--- config.mk ---
export PLATFORM = sky130hd
export DESIGN_NAME = lrs_queue
export DESIGN_NICKNAME = d
export VERILOG_FILES = /design/src/rtl/core/lrs_pkg.sv /design/src/rtl/core/lrs_queue.sv
export SDC_FILE = /design/constraint.sdc
export NUM_CORES = 1
export LEC_CHECK = 0
export ABC_AREA = 1
export BUFFER_PORTS_ARGS = -buffer_cell sky130_fd_sc_hd__buf_2
export CAP_MARGIN = 20
export CORE_AREA = 2 2 99 82
export DETAILED_ROUTE_END_ITERATION = 12
export DIE_AREA = 0 0 101 84
export PLACE_DENSITY = 0.56
export SLEW_MARGIN = 0
export SYNTH_ARGS = -nofsm -noshare
export SYNTH_HDL_FRONTEND = slang
export SYNTH_SLANG_ARGS = --single-unit
--- constraint.sdc ---
create_clock -name clk -period 3.6 [get_ports clk]
set_clock_uncertainty 0.15 [all_clocks]
set_input_delay 0.72 -clock clk [delete_from_list [all_inputs] [get_ports clk]]
set_output_delay 0.72 -clock clk [all_outputs]
set_load 0.02 [all_outputs]
--- src/rtl/core/lrs_pkg.sv ---
// Shared types, constants and helpers for the linear regression SGD trainer.
// Used by every file in rtl/core but lrs_ram; depends on nothing else.
package lrs_pkg;

  // Field widths of the channels.
  localparam int DATA_W     = 16;  // Q3.12 samples
  localparam int COEF_W     = 32;  // Q7.24 coefficients and error
  localparam int IDX_W      = 4;   // coefficient index on the result channel
  localparam int NF_W       = 4;   // num_features register
  localparam int LR_W       = 24;  // learning_rate register
  localparam int CFG_IDX_W  = 2;
  localparam int CFG_DATA_W = 24;

  // Internal arithmetic widths.
  localparam int ACC_W   = 48;  // prediction sum, Q23.24
  localparam int DELTA_W = 36;  // weight decrement after the 12-bit shift
  localparam int SLOT_W  = 6;   // feature slot, wide enough for the largest buffer

  localparam int MAX_FEATURES_DEFAULT = 15;
  localparam int QUEUE_DEPTH          = 2;

  localparam logic [NF_W-1:0] NUM_FEATURES_RESET  = 4'd11;
  localparam logic [LR_W-1:0] LEARNING_RATE_RESET = 24'd16777;

  localparam logic signed [COEF_W-1:0] COEF_MAX = 32'sh7FFF_FFFF;
  localparam logic signed [COEF_W-1:0] COEF_MIN = 32'sh8000_0000;

  // Configuration register indexes.
  typedef enum logic [CFG_IDX_W-1:0] {
    CFG_NUM_FEATURES  = 2'd0,
    CFG_LEARNING_RATE = 2'd1
  } cfg_reg_t;

  // Classification of an accepted item.
  typedef enum logic [1:0] {
    OP_FEATURE = 2'd0,  // feature to buffer and accumulate
    OP_SKIP    = 2'd1,  // surplus feature, only its clear takes effect
    OP_TARGET  = 2'd2   // target, ends the row
  } op_t;

  // Back end sequencer states.
  typedef enum logic [2:0] {
    ST_IDLE = 3'd0,
    ST_MAC  = 3'd1,
    ST_ERR  = 3'd2,
    ST_STEP = 3'd3,
    ST_MUL  = 3'd4,
    ST_UPD  = 3'd5
  } state_t;

  // Command passed from the front end to the back end.
  typedef struct packed {
    op_t                       op;
    logic                      clear;
    logic signed [DATA_W-1:0]  value;
    logic [SLOT_W-1:0]         slot;
    logic                      ok;
  } cmd_t;

  // Clamp a wide signed value to the 32-bit coefficient range.
  function automatic logic signed [COEF_W-1:0] sat32(input logic signed [63:0] v);
    logic signed [COEF_W-1:0] r;
    if (v > 64'(COEF_MAX)) begin
      r = COEF_MAX;
    end else if (v < 64'(COEF_MIN)) begin
      r = COEF_MIN;
    end else begin
      r = v[COEF_W-1:0];
    end
    return r;
  endfunction

endpackage

--- src/rtl/core/lrs_queue.sv ---
// Short command queue between the front end and the back end.
// Depends on lrs_pkg for the command type and depth.
module lrs_queue import lrs_pkg::*; (
  input  logic clk,
  input  logic rst,
  input  logic push,
  input  cmd_t push_cmd,
  output logic full,
  output logic q_valid,
  output cmd_t q_cmd,
  input  logic pop
);

  localparam int PW = (QUEUE_DEPTH > 1) ? $clog2(QUEUE_DEPTH) : 1;
  localparam int UW = $clog2(QUEUE_DEPTH + 1);

  cmd_t          slots [QUEUE_DEPTH];
  logic [PW-1:0] wr_ptr;
  logic [PW-1:0] rd_ptr;
  logic [UW-1:0] used;

  assign full    = used == UW'(QUEUE_DEPTH);
  assign q_valid = used != '0;
  assign q_cmd   = slots[rd_ptr];

  // Entry storage.
  always_ff @(posedge clk) begin
    if (push) begin
      slots[wr_ptr] <= push_cmd;
    end
  end

  // Pointers and fill level.
  always_ff @(posedge clk) begin
    if (rst) begin
      wr_ptr <= '0;
      rd_ptr <= '0;
      used   <= '0;
    end else begin
      if (push) begin
        wr_ptr <= (wr_ptr == PW'(QUEUE_DEPTH - 1)) ? '0 : wr_ptr + PW'(1);
      end
      if (pop) begin
        rd_ptr <= (rd_ptr == PW'(QUEUE_DEPTH - 1)) ? '0 : rd_ptr + PW'(1);
      end
      if (push && !pop) begin
        used <= used + UW'(1);
      end else if (pop && !push) begin
        used <= used - UW'(1);
      end
    end
  end

endmodule

Yosys cells after proc, flatten, opt, wreduce, memory -nomap -nowiden --
Memories as Yosys holds them, arrays and structs flattened. A register that Yosys moved wholly into a read port is not among the register bits. Index checks and enable logic that the tools add are counted.
Storage, ports and cells: memories 1, RAM bits 52, output and inout port bits 28, input bits 30, register bits 4, logic and storage cells 23
Memory list:
- slots | depth 2, bits a word 26, rd ports 1, clocked after memory_dff 1, write ports 1, RTL line lrs_queue.sv:17 | cmd_t slots [QUEUE_DEPTH];
Operators by class: $add $sub $neg 4, reductions and logical operators 6, equality and inequality tests 1, muxes and demuxes 8
Operator list (count):
- $mux 1 | 6
- $mux 2 | 2
- $reduce_bool 2->1 | 2
- $add 1x1->1 const B | 2
- $add 2x1->2 const B | 1
- $eq 2x2->1 const B | 1
- $logic_and 1x1->1 | 2
- $logic_not 1->1 | 2
- $sub 2x1->2 const B | 1

Depth between registers and ports, before layout --
word-level depth 4, gate-level depth with buffers 8, gate-level depth less buffers 8

Worst setup path before layout --
OpenSTA, ideal clock, no wires.
kind in2reg, from input port push, to memory slots[0][0] in the netlist's numbering (enable), data arrival time 1859 ps, data required time 3041 ps, library setup time 409 ps, stages 2, path slack 1182 ps, buffers on the path 0, path through inv_1 -> nor2_1
On the way: cells in the longest elaborated chain, start to end 2
Ends and longest elaborated chain:
- from (decl) | RTL line lrs_queue.sv:6 | input logic push,
- $mux 1 | RTL line lrs_queue.sv:28 | if (push) begin
- $mux 1 (implied by the code) | RTL line lrs_queue.sv:29 | slots[wr_ptr] <= push_cmd;
- to (decl) | RTL line lrs_queue.sv:17
Every way passes these cells.

==> results.yml <==
clock_network:
  cts_tree: "built"
  clockBufferDepth: 2
  post_cts_buffers: 0
  path_clk_slew_ns: 0.07
  cts-htree-levels: 3
  clockRootBuffer: "clkbuf_8"
  clk_latency_ns: 0.32
  ctsHoldBuffers: 0
  cts-buffers-inserted: 9
  ctsResizeCount: 0
  clock-sinks: 57
final_layout:
  area_growth_pct: 26.6
  drive_above_1_share_pct: 55.4
  fillers: 747
  diodes: 0
  final_net_count: 212
  multi_input_area_um2: 463
  finalNonFillerCells: 279
  ff_latch_area_um2: 1660
global_routing:
  grt_start_max_net_pins: 27
  antenna_found_initial: 0
  grt-ovfl-total: 0
  groute.usage.overall_pct: 9.21
  grt_pass1_vias: 1157
  grt_pass1_wl_um: 5640
yosys:
  ys_warn_count: 0
  ys_ff_latch: 57
  synthXorXnorAreaFrac_pct: 0.397
  synth.avg_cell_area_um2: 19.4
  synthTopCellsByCount: "edfxtp_1 (52), mux2_4 (20), inv_1 (9)"
  synth_area_leader_cell: "edfxtp_1"
  synth-seq-area-share_pct: 75.3
  syn_nets: 145
  synth.most_common_cell: "edfxtp_1"
  synth_cells: 114
  yosys.area_share.simple_pct: 2.78
  synth_compound_area_share_pct: 0.454
  synth_top_area_share_pct: 70.7
  syn_area_um2: 2210
  synth_cell_types: 16
  synth_ff_type: "edfxtp_1"
  synth_mux_area_share_pct: 16.7
  synth_edf_count: 52
  synth_adder_area_share_pct: 0.567
  synth_top_family_by_area: "multiplexers"
  synth_area_leaders: "edfxtp_1 (71%), mux2_4 (14%), dfxtp_1 (4.5%)"
  synthArstFlopShare_pct: 0
sta:
  maxSlewHeadroom_pct: 43.2
  finalHoldViolCount: 0
  rsz0062_at_grt: "false"
  layout_min_cycle_time_ns: 2.66
  post-route-period-util_pct: 73.8
  tightest_slew_ns: 0.852
  finalSetupViolCount: 0
  drv_slew: 0
  fmax_mhz: 377
  finalSetupTns_ns: 0
worst_setup_path:
  required_ns: 2.73
  cp-start-kind: "flip-flop"
  crit-reg2reg-launch: "wr_ptr$_SDFFE_PP0P_"
  crit_type: "flip-flop to output pin"
  reg2reg_slack_ns: 1.90
  critPathArrivalTime_ns: 1.79
  end_kind: "output pin"
  critical_path.max_fanout: 26
pwr:
  power.density_nw_per_um2: 576
  pwr-share-comb_pct: 11.4
  p_leak_nw: 1.13
  switching_share_pct: 23.1
  irDropWorstVdd_uv: 236
  p_int_w: 0.00124
  p_seq_share_pct: 49.0
  pwr-share-clk_pct: 39.6
  p_switching_w: 0.000371
run_status:
  status: "complete, no violations"
route:
  drc_errors: 0
  vias: 1129
  ant_nets: 0
  wl_um: 3610
  dr.pass1.iters: 4
  vias_per_cell: 4.05
  routed_wire_length_per_instance_um: 12.9
  drt-initial-drc-count: 35
floorplanning:
  dieHeight_um: 84
  rows: 29
  die_area_um2: 8480
  initial_core_util_pct: 29.0
  core_um2: 7620
  die_w_um: 101
  ios: 58
place:
  portBuffers: 57
  dpl.cell_count: 263
  place.gp.congestion: 0.621
  dp.final_hpwl_um: 2350
hold_path:
  min-delay-start: "rd_ptr$_SDFFE_PP0P_"
  holdCritPathClass: "flip-flop to flip-flop"
job:
  cap_violations: 0
[metrics by stage]
step | utilization [%] | total power (W) | hold slack, ns | cell area (µm²) | setup WS [ns]
final | 36.7 | 0.00161 | 0.369 | 2800 | 0.944
after CTS | 36.7 | 0.00164 | 0.373 | 2800 | 0.846
after floorplan | - | 0.000932 | 0.330 | 2210 | 1.18
after global placement | 33.8 | 0.000987 | 0.347 | 2580 | 1.26
after detailed placement | 33.8 | 0.000991 | 0.353 | 2580 | 1.23
after global routing | 36.7 | 0.00169 | 0.386 | 2800 | 0.805
[registers in the layout, summed over array words and instances (netlist names), named ones only]
signal and cells:
used 2, slots 52, rd_ptr 1, wr_ptr 1
[cell families (layout without fill, tap and decap cells)]
| group | Yosys count | after routing |
|---|---|---|
| DFF | 57 | 57 |
| and+or+nand+nor | 15 | 15 |
| xor gates and xnor gates | 1 | 1 |
| AOI/OAI and AO/OA | 2 | 2 |
| buffers and inverters | 12 | 84 |
| adders and majority gates | 1 | 1 |
| muxes | 26 | 26 |
[power by group through the flow]
stage                     logic [W]  registers (W)  clock network [W]
after global placement     0.000184       0.000803                  0
after detailed placement   0.000187       0.000804                  0
after global routing       0.000199       0.000793           0.000694
after floorplan            0.000146       0.000786                  0
after CTS                  0.000187       0.000790           0.000664
final                      0.000183       0.000788           0.000638
[cell type report]
class,instances,share of cell area [%]
Clock buffer,9,4.43
Clock inverter,7,3.40
Sequential cell,57,59.5
Inverter,9,1.21
Multi-Input combinational cell,45,16.6
Timing Repair Buffer,59,10.7
Tap cell,93,4.16
[worst paths after layout]
check	endpoint	depth (start not counted)
worst max-delay path	q_cmd[5]	2
worst min-delay path	flip-flop	2
worst max register to register	slots[0][19]$_DFFE_PP_	2
worst min register to register	flip-flop	2
[layout by cell type (no fill, tap or decap)]
cell | netlist | layout
a21oi_1 | 1 | 1
buf_2 | 0 | 57
buf_4 | 0 | 2
bufinv_16 | 0 | 2
clkbuf_8 | 0 | 9
clkinv_2 | 0 | 1
clkinvlp_4 | 0 | 4
dfxtp_1 | 5 | 4
dfxtp_2 | 0 | 1
edfxtp_1 | 52 | 52
ha_1 | 1 | 1
inv_1 | 9 | 9
mux2_2 | 6 | 6
mux2_4 | 20 | 20
nand2_1 | 6 | 6
nand3_1 | 1 | 1
nand4_1 | 1 | 1
nor2_1 | 6 | 5
nor2_2 | 0 | 1
nor3_1 | 1 | 1
o21ai_0 | 1 | 1
xnor2_1 | 1 | 1
[worst max-delay path: stages, from the launching register on]
cell and delay (ns):
dfxtp_2 0.88, mux2_2 0.42, buf_2 0.16
[routing by layer]
layer  up-vias  GRT usage, %  wire length [µm]
met4         0          5.16                55
li1        552             -                 -
met5         -             0                 0
met3         5          3.60               160
met2        34          14.1              1780
met1       538          11.0              1610
Power figures use the tool's default switching activity.
