===== config.mk =====
export PLATFORM = sky130hd
export DESIGN_NAME = lrs_front_flat
export DESIGN_NICKNAME = d
export VERILOG_FILES = /design/src/rtl/core/lrs_pkg.sv /design/src/rtl/core/lrs_sample_if.sv /design/src/rtl/core/lrs_front.sv /design/src/flat_wrapper.sv
export SDC_FILE = /design/constraint.sdc
export NUM_CORES = 1
export LEC_CHECK = 0
export BUFFER_PORTS_ARGS = -buffer_cell sky130_fd_sc_hd__buf_2
export CORE_MARGIN = 2
export CORE_UTILIZATION = 31
export DETAILED_ROUTE_END_ITERATION = 8
export PLACE_DENSITY = 0.87
export SLEW_MARGIN = 10
export SYNTH_ARGS = -nofsm -noshare
export SYNTH_HDL_FRONTEND = slang
export SYNTH_SLANG_ARGS = --single-unit

===== constraint.sdc =====
create_clock -name clk -period 1.3 [get_ports clk]
set_input_delay 0.325 -clock clk [delete_from_list [all_inputs] [get_ports clk]]
set_output_delay 0.325 -clock clk [all_outputs]
set_load 0.005 [all_outputs]

===== src/rtl/core/lrs_pkg.sv =====
// Shared types, constants and helpers for the linear regression SGD trainer.
// Used by every file in rtl/core but lrs_ram; depends on nothing else.
package lrs_pkg;

  // Field widths of the channels.
  localparam int DATA_W     = 16;  // Q3.12 samples
  localparam int COEF_W     = 32;  // Q7.24 coefficients and error
  localparam int IDX_W      = 4;   // coefficient index on the result channel
  localparam int NF_W       = 4;   // num_features register
  localparam int LR_W       = 24;  // learning_rate register
  localparam int CFG_IDX_W  = 2;
  localparam int CFG_DATA_W = 24;

  // Internal arithmetic widths.
  localparam int ACC_W   = 48;  // prediction sum, Q23.24
  localparam int DELTA_W = 36;  // weight decrement after the 12-bit shift
  localparam int SLOT_W  = 6;   // feature slot, wide enough for the largest buffer

  localparam int MAX_FEATURES_DEFAULT = 15;
  localparam int QUEUE_DEPTH          = 2;

  localparam logic [NF_W-1:0] NUM_FEATURES_RESET  = 4'd11;
  localparam logic [LR_W-1:0] LEARNING_RATE_RESET = 24'd16777;

  localparam logic signed [COEF_W-1:0] COEF_MAX = 32'sh7FFF_FFFF;
  localparam logic signed [COEF_W-1:0] COEF_MIN = 32'sh8000_0000;

  // Configuration register indexes.
  typedef enum logic [CFG_IDX_W-1:0] {
    CFG_NUM_FEATURES  = 2'd0,
    CFG_LEARNING_RATE = 2'd1
  } cfg_reg_t;

  // Classification of an accepted item.
  typedef enum logic [1:0] {
    OP_FEATURE = 2'd0,  // feature to buffer and accumulate
    OP_SKIP    = 2'd1,  // surplus feature, only its clear takes effect
    OP_TARGET  = 2'd2   // target, ends the row
  } op_t;

  // Back end sequencer states.
  typedef enum logic [2:0] {
    ST_IDLE = 3'd0,
    ST_MAC  = 3'd1,
    ST_ERR  = 3'd2,
    ST_STEP = 3'd3,
    ST_MUL  = 3'd4,
    ST_UPD  = 3'd5
  } state_t;

  // Command passed from the front end to the back end.
  typedef struct packed {
    op_t                       op;
    logic                      clear;
    logic signed [DATA_W-1:0]  value;
    logic [SLOT_W-1:0]         slot;
    logic                      ok;
  } cmd_t;

  // Clamp a wide signed value to the 32-bit coefficient range.
  function automatic logic signed [COEF_W-1:0] sat32(input logic signed [63:0] v);
    logic signed [COEF_W-1:0] r;
    if (v > 64'(COEF_MAX)) begin
      r = COEF_MAX;
    end else if (v < 64'(COEF_MIN)) begin
      r = COEF_MIN;
    end else begin
      r = v[COEF_W-1:0];
    end
    return r;
  endfunction

endpackage


===== src/rtl/core/lrs_sample_if.sv =====
// Input channel of the trainer: one sample per transfer.
// Depends on lrs_pkg for the field widths.
interface lrs_sample_if import lrs_pkg::*; ();
  logic                     valid;
  logic                     ready;
  logic signed [DATA_W-1:0] sample_value;
  logic                     is_target;
  logic                     clear_first;

  modport source (output valid, sample_value, is_target, clear_first, input ready);
  modport sink   (input valid, sample_value, is_target, clear_first, output ready);
endinterface


===== src/rtl/core/lrs_front.sv =====
// Front end: takes sample transfers, keeps the feature count of the open row
// and turns each sample into a command for the queue. Depends on lrs_pkg.
module lrs_front import lrs_pkg::*; #(
  parameter int MAX_FEATURES = MAX_FEATURES_DEFAULT
) (
  input  logic            clk,
  input  logic            rst,
  lrs_sample_if.sink      sample,
  input  logic [NF_W-1:0] num_features,
  input  logic            q_full,
  output logic            push,
  output cmd_t            push_cmd
);

  localparam int CNT_W = $clog2(MAX_FEATURES + 2);
  localparam int CMP_W = (CNT_W > NF_W) ? CNT_W : NF_W;

  logic [CNT_W-1:0] count;
  logic [CNT_W-1:0] count_next;
  logic             has_room;

  // A sample is taken whenever the queue has space.
  assign sample.ready = !q_full;
  assign push         = sample.valid && sample.ready;
  assign has_room     = count < CNT_W'(MAX_FEATURES);

  // Classify the sample and work out the new feature count.
  always_comb begin
    push_cmd.clear = sample.clear_first;
    push_cmd.value = sample.sample_value;
    push_cmd.slot  = SLOT_W'(count);
    push_cmd.ok    = CMP_W'(count) == CMP_W'(num_features);
    if (sample.is_target) begin
      push_cmd.op = OP_TARGET;
      count_next  = '0;
    end else if (has_room) begin
      push_cmd.op = OP_FEATURE;
      count_next  = count + CNT_W'(1);
    end else begin
      // Surplus feature: the count sticks one above the buffer size.
      push_cmd.op = OP_SKIP;
      count_next  = CNT_W'(MAX_FEATURES + 1);
    end
  end

  always_ff @(posedge clk) begin
    if (rst) begin
      count <= '0;
    end else if (push) begin
      count <= count_next;
    end
  end

endmodule


===== src/flat_wrapper.sv =====
// flat-port wrapper written by rule: the top's interface ports become plain ports
module lrs_front_flat import lrs_pkg::*;
#(
  parameter int MAX_FEATURES = MAX_FEATURES_DEFAULT
)
  (clk, rst, num_features, q_full, push, push_cmd, sample_valid, sample_sample_value, sample_is_target, sample_clear_first, sample_ready);
  lrs_sample_if sample_i ();
  input  logic clk;
  input  logic rst;
  input  logic [NF_W-1:0] num_features;
  input  logic q_full;
  output logic push;
  output cmd_t push_cmd;
  input wire logic [$bits(sample_i.valid)-1:0] sample_valid;
  input wire logic [$bits(sample_i.sample_value)-1:0] sample_sample_value;
  input wire logic [$bits(sample_i.is_target)-1:0] sample_is_target;
  input wire logic [$bits(sample_i.clear_first)-1:0] sample_clear_first;
  output wire logic [$bits(sample_i.ready)-1:0] sample_ready;
  assign sample_i.valid = sample_valid;
  assign sample_i.sample_value = sample_sample_value;
  assign sample_i.is_target = sample_is_target;
  assign sample_i.clear_first = sample_clear_first;
  assign sample_ready = sample_i.ready;
  lrs_front #(.MAX_FEATURES(MAX_FEATURES)) u_core (.clk(clk), .rst(rst), .sample(sample_i), .num_features(num_features), .q_full(q_full), .push(push), .push_cmd(push_cmd));
endmodule

# Word-level counts from Yosys, hierarchy flattened
# Index checks and enable logic that the tools add are counted.
# totals
inputBits	26
elab_cells	10
ff_bits	5
out_inout_bits	28
# op_classes
magnitude_cmp	1
n_reduce_logical	2
n_addsub	1
eq_ne	1
mux	4
# op_table
op	n
$mux 5	2
$add 5x1->5 const B	1
$eq 5x4->1	1
$lt 5x4->1 const B	1
$mux 2	1
$logic_and 1x1->1	1
$logic_not 1->1	1
$mux 1	1

# Logic depth before layout (Yosys ltp)
# Gate-level depths: netlist of the first run.
# depth
depth_word	3
depth_mapped	4
mapped_depth_nobuf	4

# Worst setup path before layout of the first run
# No wires, ideal clock.
# synth_timing
path_type	input port to flip-flop
from	in q_full
to	reg u_core.count[3]
required_ns	1.226
path_stages	3
path_slack_ns	0.069
arrival_time_ns	1.156
setup_ns	0.074
cell_sequence	nand2b_1 or4b_1 a31oi_1
# synth_via
elab_chain_cells	2
# synth_rtl
item	line_no	source
start, declared	flat_wrapper.sv:11	input logic q_full;
$logic_not 1->1	lrs_front.sv:23	assign sample.ready = !q_full;
$logic_and 1x1->1	lrs_front.sv:24	assign push = sample.valid && sample.ready;
end signal, assigned	lrs_front.sv:50	count <= count_next;
end, declared	lrs_front.sv:18	logic [CNT_W-1:0] count;
# No other way between the ends.
# A chain may end at the register's enable or synchronous reset.

==> metrics list, run 1 <==
- HPWL after detailed placement: just over 700 um
- Via count of the first global-routing pass: ~440
- Setup violations remaining at the end of the flow were counted as 3.
- Worst setup skew after layout: ~0.0056 ns
- Max IR drop VDD: 353 uV
- The final number of max-transition violations was 0.
- Worst Path Max Fanout: 4
- Setup Slack @ Placement: -0.0699 ns
* Most common cell after layout, fill and taps aside: buf_2
- Number of nets still failing antenna checks after routing: 0
- In this run, synthesis inferred 0 flip-flops with an integrated enable.
- Leak: around 0.26 nW
- Nets: 97
- For the worst flop-to-flop path, the logic depth is 5.
* Smallest hold slack: ~0.32 ns
- The die covers around 1800 um2.
- Initial antenna violation count: 0
- On the worst path, the slowest cell contributes a delay of between 0.3 and 0.4 ns.
- Number of stages on the worst setup path: 4
- Clock-pin slew was measured on the worst setup and hold paths at 0.05 ns.
- After detailed routing, the average wire length per cell comes to ~14 um.
- The worst hold path passes through 2 cells.
- Library cell with the largest summed area after synthesis: buf_4
- Synth Cell Area: around 460 um2
- Number of synthesized register bits: 5
- Seq/Total Area, Yosys: 22.0%
- For this design, the sink count on the clock tree is 5.
* Number of rows created at floorplan: 13
- Clock buffers created by TritonCTS: 3
- Setup WS post-layout: -0.108 ns
- The finished cells cover slightly below 600 um2.
* Worst hold path type: input pin to flop
* Port bufs: 18
* Slowest stage cell, crit path: dfxtp_4
* Final core utilization: 44.4%
- Nature of the critical path endpoint: output port
* H-tree level count: 1
* Share of the clock period used by the worst path: 108%
- Setup repair after global routing could not meet its margin everywhere.
- The final-report hold violation count was 0.
- The detailed router finished its first iteration with 12 violations.
- The congestion estimate from routability-driven global placement came to a little over 0.8.
* Maximum number of pins on one net before global-route repair: 7
- After detailed routing, the number of remaining DRC violations is 0.
- In the post-synthesis netlist, the biggest area contributors are buf_4 31%, dfxtp_1 22%, nand4b_1 5.8%.
- The placed instances occupy a cell area of between 400 and 500 um2.
* Global-route wire length before repair: ~1800 um
- Failing checks: negative setup slack
* Type of origin of the critical path: flop
- Sum of overflow across all layers after global routing: 0
- Count of boundary I/O pins: 54
- For this run, asynchronously set or reset flops after synthesis account for 0%.
- TritonCTS built the clock tree.
* Count of buffering cells on the critical path with inverters included: 1
* Library cell used as clock root buffer: clkbuf_4
- The floorplan step set the die height to ~42 um.
- Area added between synthesis and finish: 29.9%
* Via density per instance: 5.17
- The number of different library cells used by synthesis comes to 19.
- Register with the highest flop count: u_core.count
- For this block, the routed nets add up to 1210 um of wire.
* Fin crit period: 1.41 ns
* Commonest cells after routing, fill and taps aside: 18 x buf_2, 8 x buf_4, 4 x a21oi_1, 4 x nand2_1, 4 x dfxtp_4
- Warning count from the yosys run: 0
- Antenna diode count: 0
- Bufs on Longest Clock Path: 2
- The tool flagged a number of max-cap violations equal to 0.
* Critical path data required time: roughly 0.98 ns
- The worst register-to-register path begins at u_core.count[1].
* Number of buffers inserted for hold repair after clock tree synthesis: 0
- Placeable Area: ~1300 um2
* Cells traversed along the worst timing path: xnor2_2, nand3_2, nor3_2, buf_2
- Synth Instances: 57
- Worst Hold Path EP: u_core.count[2]
* Dominant register cell in the synthesized netlist: dfxtp_1
- The later pin in the worst-skew pair is clocked with a latency of around 0.24 ns.
- For this block, the via count after detailed routing is ~430.
- Register-to-Register Setup Slack: -0.04 ns
- Outcome: complete, but fails checks
* Family with the most delay on the worst path: flip-flops
* Number of flip-flops in the largest register: 5
- Fraction of synthesized cell area taken by the top area cell type: 31.3%
- Chip Width: roughly 42 um
* Number of detailed-route iterations in the first pass: 4
- Post-Synthesis Net Count: 84
* Critical path arrival: roughly 1.1 ns
- Derived from the worst setup path, the maximum achievable clock frequency is slightly above 0.7 GHz.
- The critical path is of the flop to output port type.
* Total routing usage reported by global routing: 13.5%
- Fill cells in the final layout number ~150.
- PD cells: around 700 nW/um2
- Cells with a size suffix above 1 make up about 65% of the layout.
- Reg-to-Reg End: u_core.count[3]
- Setup_tns: -0.225 ns
* Largest registers in the final layout: u_core.count: 5 flops
* Initial Util: roughly 34%
- The startpoint identified for the worst hold timing path is rst.
* Synthesized area per cell: 7.99 um2
==> cell usage after synthesis (2+ instances only) <==
cell      number
a31oi_1        2
nand4b_1       3
nand2_1        4
xnor2_1        3
buf_4         19
nand3_1        3
nand4_1        2
dfxtp_1        5
a21oi_1        4
inv_1          3
==> worst max path at each step <==
stage | from | to | slack (ns)
global placement | q_full | u_core.count[3] | -0.02
detailed placement | q_full | u_core.count[3] | -0.07
CTS | u_core.count[1] | push_cmd[0] | -0.16
global route | u_core.count[1] | push_cmd[0] | -0.21
floorplan | q_full | u_core.count[3] | 0.07
finish | u_core.count[2] | push_cmd[0] | -0.11
==> cells by family after synthesis <==
group / count (synthesis) / share of synthesized area [%]
AOI/OAI and AO/OA: 7 / 9.07
xor gates and xnor gates: 4 / 7.69
buffers and inverters: 22 / 33.8
and+or+nand+nor: 17 / 23.9
adders and majority gates: 1 / 2.75
other: 1 / 0.823
DFF: 5 / 22.0
==> routing by layer <==
metal  global-route usage [%]  routed length [um]  vias up
li1                         -                   -      202
met1                     10.6                 390      191
met2                     24.9                 622       37
met3                     7.33                 163        4
met4                     8.75                  30        0
met5                        0                   0        -
==> final cells by class <==
class,instances,area [um2],share of cell area [%]
clock buffers,4,26.3,4.44
inverters,3,11.3,1.90
multi-input cells,30,258,43.6
flip-flops and latches,5,116,19.7
well taps,15,18.8,3.17
repair buffers,27,161,27.3
==> per-stage QoR <==
step / cells / power, mW
floorplan: 57 / 0.229
finish: 84 / 0.404
CTS: 84 / 0.399
detailed placement: 76 / 0.216
global placement: 76 / 0.215
global route: 84 / 0.429
==> power by group <==
part	switching, mW	internal [mW]	leakage, nW	total, mW
Combinational	0.0337	0.0350	0.205	0.0687
Sequential	0.00412	0.149	0.0441	0.153
Clock	0.0665	0.116	0.0150	0.183
==> timing repair <==
item                       in CTS  in global routing
setup endpoints to repair       3                  6
gates resized for setup        12                  8
buffers inserted                4                  0
pin swaps                       7                  6
==> worst reg2reg max path, delay by kind of cell, from the launching register on <==
| kind | cells | cell delay [ns] |
|---|---|---|
| AOI/OAI and AO/OA | 1 | 0.15 |
| DFF | 1 | 0.36 |
| buffers and inverters | 2 | 0.22 |
| and+or+nand+nor | 2 | 0.53 |
Power figures use the tool's default switching activity.
==> run 2: changes to the inputs <==
--- a/config.mk
+++ b/config.mk
@@ -6,8 +6,12 @@
 export NUM_CORES = 1
 export LEC_CHECK = 0
 export BUFFER_PORTS_ARGS = -buffer_cell sky130_fd_sc_hd__buf_2
+export CELL_PAD_IN_SITES_DETAIL_PLACEMENT = 1
+export CELL_PAD_IN_SITES_GLOBAL_PLACEMENT = 2
+export CORE_ASPECT_RATIO = 0.7
 export CORE_MARGIN = 2
-export CORE_UTILIZATION = 31
+export CORE_UTILIZATION = 14
+export CTS_CLUSTER_DIAMETER = 60
 export DETAILED_ROUTE_END_ITERATION = 8
 export PLACE_DENSITY = 0.87
 export SLEW_MARGIN = 10
==> metrics list, run 2 (synthesis results as in run 1) <==
* Outcome: complete, but fails checks
* Failing checks: negative setup slack
- The final-report hold violation count came to 0 (unchanged).
- The area enclosed by the die boundary is 3730 um2 (+110%).
- The worst register-to-register path begins at u_core.count[2].
- The number of remaining DRC errors came to 0 (unchanged).
- Fin crit period: 1.34 ns (-0.0675 ns)
* Port bufs: 18 (unchanged)
- Number of violations reported at the end of detailed-routing iteration 0: 6 (-6)
* Final-report setup violation count: 2 (-1)
- The largest driver fanout on the critical path was 3 (-1).
- Type of origin of the critical path: flop
* Multi-input gate area: 238 um2 (-7.8%)
* Number of flip-flops in the largest register: 5 (unchanged)
* Termination of the worst setup path: push_cmd[0]
- M3 GR Usage: 3.10% (-4.2 points)
* Max IR drop VDD: 173 uV (-51%)
- Critical path arrival: 1.02 ns (-0.06 ns)
- Register area: 111 um2 (-4.3%)
* Family with the most delay on the worst path: flip-flops
- Via count of the first global-routing pass: 414 (-5.7%)
- The placer congestion estimate was 0.703 (-13%).
- The die extent in x was 72.2 um (+70%).
- Register with the highest flop count: u_core.count
- Total routing usage reported by global routing: 7.06% (-6.4 points)
* Share of power burned in registers: 30.2% (-7.6 points)
* H-tree level count: 1 (unchanged)
* Reported net switching power: 120 uW (+15%)
- The final-layout fill cell count is 372 (+160%).
* Final Power: 518 uW (+28%)
- Antenna diode count: 0 (unchanged)
- The antenna violation net count after detailed routing came to 0 (unchanged).
- PD cells: 830 nW/um2 (+21%)
* Critical path data required time: 0.98 ns (about the same)
- Combinational fraction of design power: 12.6% (-4.4 points)
* Share of total power consumed by net switching: 23.2% (-2.6 points)
* Clock sink count: 5 (unchanged)
* Post-detailed-route wirelength per cell: 11.5 um (-20%)
- The clock group share of total power came to 57.2% (+12 points).
* Register-to-Register Setup Slack: 0.04 ns (+0.08 ns)
- Nets: 98 (+1.0%)
* Number of rows created at floorplan: 17 (+4)
- The count of maximum capacitance violations came to 0 (unchanged).
- Placeable Area: 3130 um2 (+130%)
* Logic depth of the worst register-to-register path: 4 (-1)
- Area added between synthesis and finish: 37.1%
- The clock network latency to the later pin of the worst-skew pair is 0.22 ns (-0.02 ns).
- The final routed wirelength across all metal layers is 1250 um (+3.4%).
- The summed area of non-filler cells in the final layout came to 624 um2 (+5.5%).
* Global-route wire length before repair: 1840 um (+3.5%)
* CTS tree: done
* Post-placement cell area: 503 um2 (+9.5%)
- Cells traversed along the worst timing path: xnor2_2, nand3_2, nor3_2, buf_2
- The share of layout cells above drive strength 1 was 61.4% (-3.8 points).
- Crit Path Category: flop to output port
- Non-filler instance count after layout: 108 (+29%)
- The number of cells in the design after placement is 101 (+33%).
- HPWL after detailed placement: 925 um (+28%)
- The largest registers in the layout are u_core.count: 5 flops.
* Commonest cells after routing, fill and taps aside: 17 x buf_2, 10 x buf_4, 4 x nand2_1
- Library cell used as clock root buffer: clkbuf_8
- The number of detailed-routing iterations run before antenna repair is 4 (unchanged).
* Count of buffering cells on the critical path with inverters included: 1 (unchanged)
- The number of antenna violations at the first check in global routing came to 0 (unchanged).
- Worst setup skew after layout: 0.00447 ns (-0.00110 ns)
* Most used routing layer in global routing: met2
* Maximum number of pins on one net before global-route repair: 7 (unchanged)
- The number of top-level pins was 54 (unchanged).
- In this run the critical register-to-register path is captured at u_core.count[3].
- DIE HEIGHT: 51.7 um (+22%)
* Final core utilization: 20.0% (-24 points)
* Worst-path clk slew: 0.04 ns (about the same)
- The routing usage on met1 came to 6.99% (-3.6 points).
* Start point of the critical path: u_core.count[2]
- The ratio of routed vias to standard cells came to 3.75 (-27%).
- Bufs on Longest Clock Path: 2 (unchanged)
* Slowest stage cell, crit path: dfxtp_2
- Highest clock frequency the design can meet: 0.746 GHz (+5.0%)
- Total via count after detailed routing: 405 (-6.7%)
* Most common cell after layout, fill and taps aside: buf_2
* CP peak stage delay: 0.36 ns (about the same)
* Number of buffers inserted for hold repair after clock tree synthesis: 0 (unchanged)
- The final number of max-transition violations was 0 (unchanged).
- Sum of overflow across all layers after global routing: 0 (unchanged)
- Initial Util: 14.6% (-20 points)
* Pint: 398 uW (+33%)
- The total CTS buffers came to 3 (unchanged).
* Nature of the critical path endpoint: output port
- Setup repair after global routing could not meet its margin everywhere.
* Number of stages on the worst setup path: 4 (unchanged)
* Share of the clock period used by the worst path: 103% (-5.2 points)
- The global-route track usage on met2 was 11.0% (-14 points).
- In this run the worst hold path is classified as input pin to flop.
* Setup WS post-layout: -0.0408 ns (+0.0675 ns)
- Leak: 0.279 nW (+5.7%)
[run 2: repair_timing]
action / in CTS / in global routing
gates cloned: 0 / 0
endpoints found under the setup margin: 3 / 4
setup buffers: 2 / 1
gates resized for setup: 9 / 5
pin swaps: 6 / 3
[run 2: final cells by class]
type | count | share of cell area (%)
multi-input cells | 30 | 38.1
repair buffers | 28 | 27.5
clock buffers | 4 | 7.21
inverters | 3 | 1.80
flip-flops and latches | 5 | 17.8
well taps | 38 | 7.62
[run 2: worst min path at each step]
stage                            to  depth (start not counted)  slack, ns             from
global route        u_core.count[1]                          2       0.33              rst
floorplan           u_core.count[0]                          1       0.39              rst
detailed placement  u_core.count[0]                          2       0.57              rst
CTS                 u_core.count[0]                          2       0.32              rst
finish              u_core.count[1]                          2       0.32              rst
global placement    u_core.count[4]                          2       0.56  u_core.count[4]
[run 2: power by group through the flow]
| stage | Combinational, mW | Sequential (mW) | Clock, mW |
|---|---|---|---|
| floorplan | 0.0675 | 0.161 | 0 |
| global placement | 0.0557 | 0.162 | 0 |
| detailed placement | 0.0571 | 0.162 | 0 |
| CTS | 0.0605 | 0.157 | 0.304 |
| global route | 0.0718 | 0.157 | 0.316 |
| finish | 0.0652 | 0.157 | 0.296 |
[run 2: metal layers]
metal	part of all wire [%]	wire length, um
met5	0	0
met4	2.6	32
met3	5.5	68
met2	52	643
met1	40	503
[run 2: through the flow]
step	TNS [ns]	worst slack, ns	hold WS, ns
2_1_floorplan	0	0.0695	0.394
3_3_place_gp	-0.0172	-0.0172	0.561
3_5_place_dp	-0.0518	-0.0518	0.565
4_1_cts	-0.191	-0.119	0.318
5_1_grt	-0.284	-0.118	0.325
6_report	-0.0699	-0.0408	0.318
==> run 3: changes to the inputs <==
--- a/config.mk
+++ b/config.mk
@@ -9,11 +9,12 @@
 export CELL_PAD_IN_SITES_DETAIL_PLACEMENT = 1
 export CELL_PAD_IN_SITES_GLOBAL_PLACEMENT = 2
 export CORE_ASPECT_RATIO = 0.7
-export CORE_MARGIN = 2
-export CORE_UTILIZATION = 14
+export CORE_MARGIN = 3
+export CORE_UTILIZATION = 15
+export CTS_BUF_LIST = sky130_fd_sc_hd__clkbuf_2
 export CTS_CLUSTER_DIAMETER = 60
 export DETAILED_ROUTE_END_ITERATION = 8
-export PLACE_DENSITY = 0.87
+export PLACE_DENSITY = 0.92
 export SLEW_MARGIN = 10
 export SYNTH_ARGS = -nofsm -noshare
 export SYNTH_HDL_FRONTEND = slang
==> metrics list, run 3 (synthesis results as in run 1) <==
* Worst Path Max Fanout: 4 (+1)
* Commonest cells after routing, fill and taps aside: 18 x buf_2, 7 x buf_4
- Start point of the critical path: u_core.count[2]
- Nets: 96 (-2.0%)
* Setup_tns: -0.162 ns (-0.0920 ns)
- The count of vias placed by the detailed router was 412 (+1.7%).
- Number of failing hold endpoints at the final stage: 0 (unchanged)
- Worst-path clk slew: 0.06 ns (+0.02 ns)
- Clock sink count: 5 (unchanged)
* Reg-to-Reg End: u_core.count[3]
- The placed wire-length estimate is 925 um (about the same).
* Share of the clock period used by the worst path: 108% (+5.0 points)
* Launching point of the worst reg2reg path: u_core.count[1]
- The time the worst path needs with I/O delays and setup is 1.41 ns (+0.0652 ns).
- Counting flops per register, the top entry is u_core.count.
- Share of total power in the clock network: 41.3% (-16 points)
* Smallest hold slack: 0.329 ns (+0.0111 ns)
- Post-placement cell area: 493 um2 (-2.0%)
- Compared with the post-synthesis result, the final layout area differs by 31.6%.
* Bufs on Longest Clock Path: 2 (unchanged)
- Placer Congestion: 0.795 (+13%)
- Chip Width: 71.9 um (-0.43%)
* Share of cells above drive strength 1: 64.7% (+3.3 points)
* Max IR drop VDD: 149 uV (-14%)
- Pint: 263 uW (-34%)
- The number of top-level pins came to 54 (unchanged).
- The cell leakage power came to 0.260 nW (-6.9%).
* Reported net switching power: 110 uW (-8.5%)
* Termination of the worst setup path: push_cmd[0]
- The first-pass GRT wire length was 1970 um (+7.1%).
- Number of violations reported at the end of detailed-routing iteration 0: 2 (-4)
* H-tree level count: 1 (unchanged)
- The final reports fail on negative setup slack.
- The floorplan row count was 16 (-1).
- Post-detailed-route wirelength per cell: 12.4 um (+7.7%)
- The number of global-route vias before repair is 447 (+8.0%).
- The clock network latency to the later pin of the worst-skew pair is 0.23 ns (about the same).
- The area enclosed by the die boundary is 3740 um2 (+0.30%).
* Type of origin of the critical path: flop
- Outcome: complete, but fails checks
* Finished layout cell area: 599 um2 (-4.0%)
* Logic depth of the worst register-to-register path: 4 (unchanged)
* Setup repair after global routing missed its margin: true
- TritonCTS built the clock tree.
- The final number of max-transition violations was 0 (unchanged).
- Total routing usage reported by global routing: 6.79% (-0.27 points)
- Largest registers in the final layout: u_core.count: 5 flops
* Clock buffers created by TritonCTS: 3 (unchanged)
* Register-to-Register Setup Slack: 0.07 ns (+0.03 ns)
* Setup WS post-layout: -0.106 ns (-0.0652 ns)
- The tree is rooted in a clkbuf_2.
- Number of detailed-route iterations in the first pass: 2 (-2)
- Number of flip-flops in the largest register: 5 (unchanged)
- The largest net degree at the start of global routing came to 7 (unchanged).
* Combinational fraction of design power: 18.0% (+5.4 points)
- Critical path data required time: 0.98 ns (about the same)
- The ratio of routed vias to standard cells is 3.96 (+5.6%).
* Final Power: 373 uW (-28%)
- The number of antenna violations at the first check in global routing came to 0 (unchanged).
- Worst setup skew after layout: 0.000468 ns (-0.00400 ns)
* Count of filler cells inserted in the layout: 350 (-5.9%)
- The number of antenna diodes came to 0 (unchanged).
* Total Routed Length: 1290 um (+3.7%)
- Number of buffers inserted for hold repair after clock tree synthesis: 0 (unchanged)
* Port bufs: 18 (unchanged)
- Nature of the critical path endpoint: output port
* Initial Util: 16.0% (+1.5 points)
- Number of nets still failing antenna checks after routing: 0 (unchanged)
- The path class of the tightest hold or removal check is input pin to flop.
* PD cells: 623 nW/um2 (-25%)
- Share of power burned in registers: 40.8% (+11 points)
- Crit Path Category: flop to output port
- Critical path arrival: 1.08 ns (+0.06 ns)
- DRC: 0 (unchanged)
- Highest clock frequency the design can meet: 0.711 GHz (-4.6%)
* Number of maximum-capacitance violations: 0 (unchanged)
- The chip height was 52.1 um (+0.73%).
- Final-report setup violation count: 2 (unchanged)
- Share of total power consumed by net switching: 29.4% (+6.3 points)
* Sum of overflow across all layers after global routing: 0 (unchanged)
- Most common cell after layout, fill and taps aside: buf_2
- Placeable Area: 2840 um2 (-9.1%)
==> run 3: cell types whose count changed in the layout (fill, tap and decap cells not counted), sizes merged <==
cell / previous run / this run
buf: 28 / 26
==> run 3: critical path, stage by stage (launching register included) <==
cell     delay (ns)
dfxtp_4        0.37
xnor2_2        0.13
nand3_1        0.11
nor3_2         0.11
buf_2          0.13
==> run 3: power groups by stage <==
stage	Combinational, mW	Sequential, mW	Clock, mW
floorplan	0.0675	0.161	0
global placement	0.0546	0.161	0
detailed placement	0.0566	0.162	0
CTS	0.0631	0.151	0.161
global route	0.0738	0.152	0.163
finish	0.0671	0.152	0.154
==> run 3: metal layers <==
| layer | GRT usage, % | wire length, um | up-vias |
|---|---|---|---|
| met1 | 7.32 | 510 | 196 |
| met2 | 12.3 | 686 | 14 |
| met3 | 1.54 | 68 | 2 |
| met4 | 3.75 | 27 | 0 |
| li1 | - | - | 200 |
| met5 | 0 | 0 | - |
==> run 3: per-stage QoR <==
step	cells	worst slack (ns)	util, %
after floorplan	57	0.0695	-
after global placement	98	-0.0177	17.3
after detailed placement	98	-0.0562	17.3
after CTS	104	-0.108	20.1
after global routing	104	-0.192	21.1
final	104	-0.106	21.1
==> run 3: how the worst min path moves through the flow <==
stage               cells after the start       startpoint  slack (ns)              end
floorplan                               1              rst        0.39  u_core.count[0]
global placement                        2  u_core.count[1]        0.55  u_core.count[1]
detailed placement                      2  u_core.count[4]        0.56  u_core.count[4]
CTS                                     2              rst        0.31  u_core.count[1]
global route                            2              rst        0.33  u_core.count[4]
finish                                  2              rst        0.33  u_core.count[4]
==> run 3: cell type report <==
class	instances	area (um2)	share of cell area, %
multi-input combinational	30	253	42.2
clock buffer	4	20.0	3.34
sequential	5	116	19.4
inverter	3	11.3	1.88
tap	36	45.0	7.52
timing repair buffer	26	154	25.7
==> run 3: repair_timing <==
| action | 4_1_cts | 5_1_grt |
|---|---|---|
| buffers inserted | 2 | 0 |
| gates resized for setup | 12 | 7 |
| endpoints found under the setup margin | 3 | 5 |
| pin swaps | 3 | 3 |
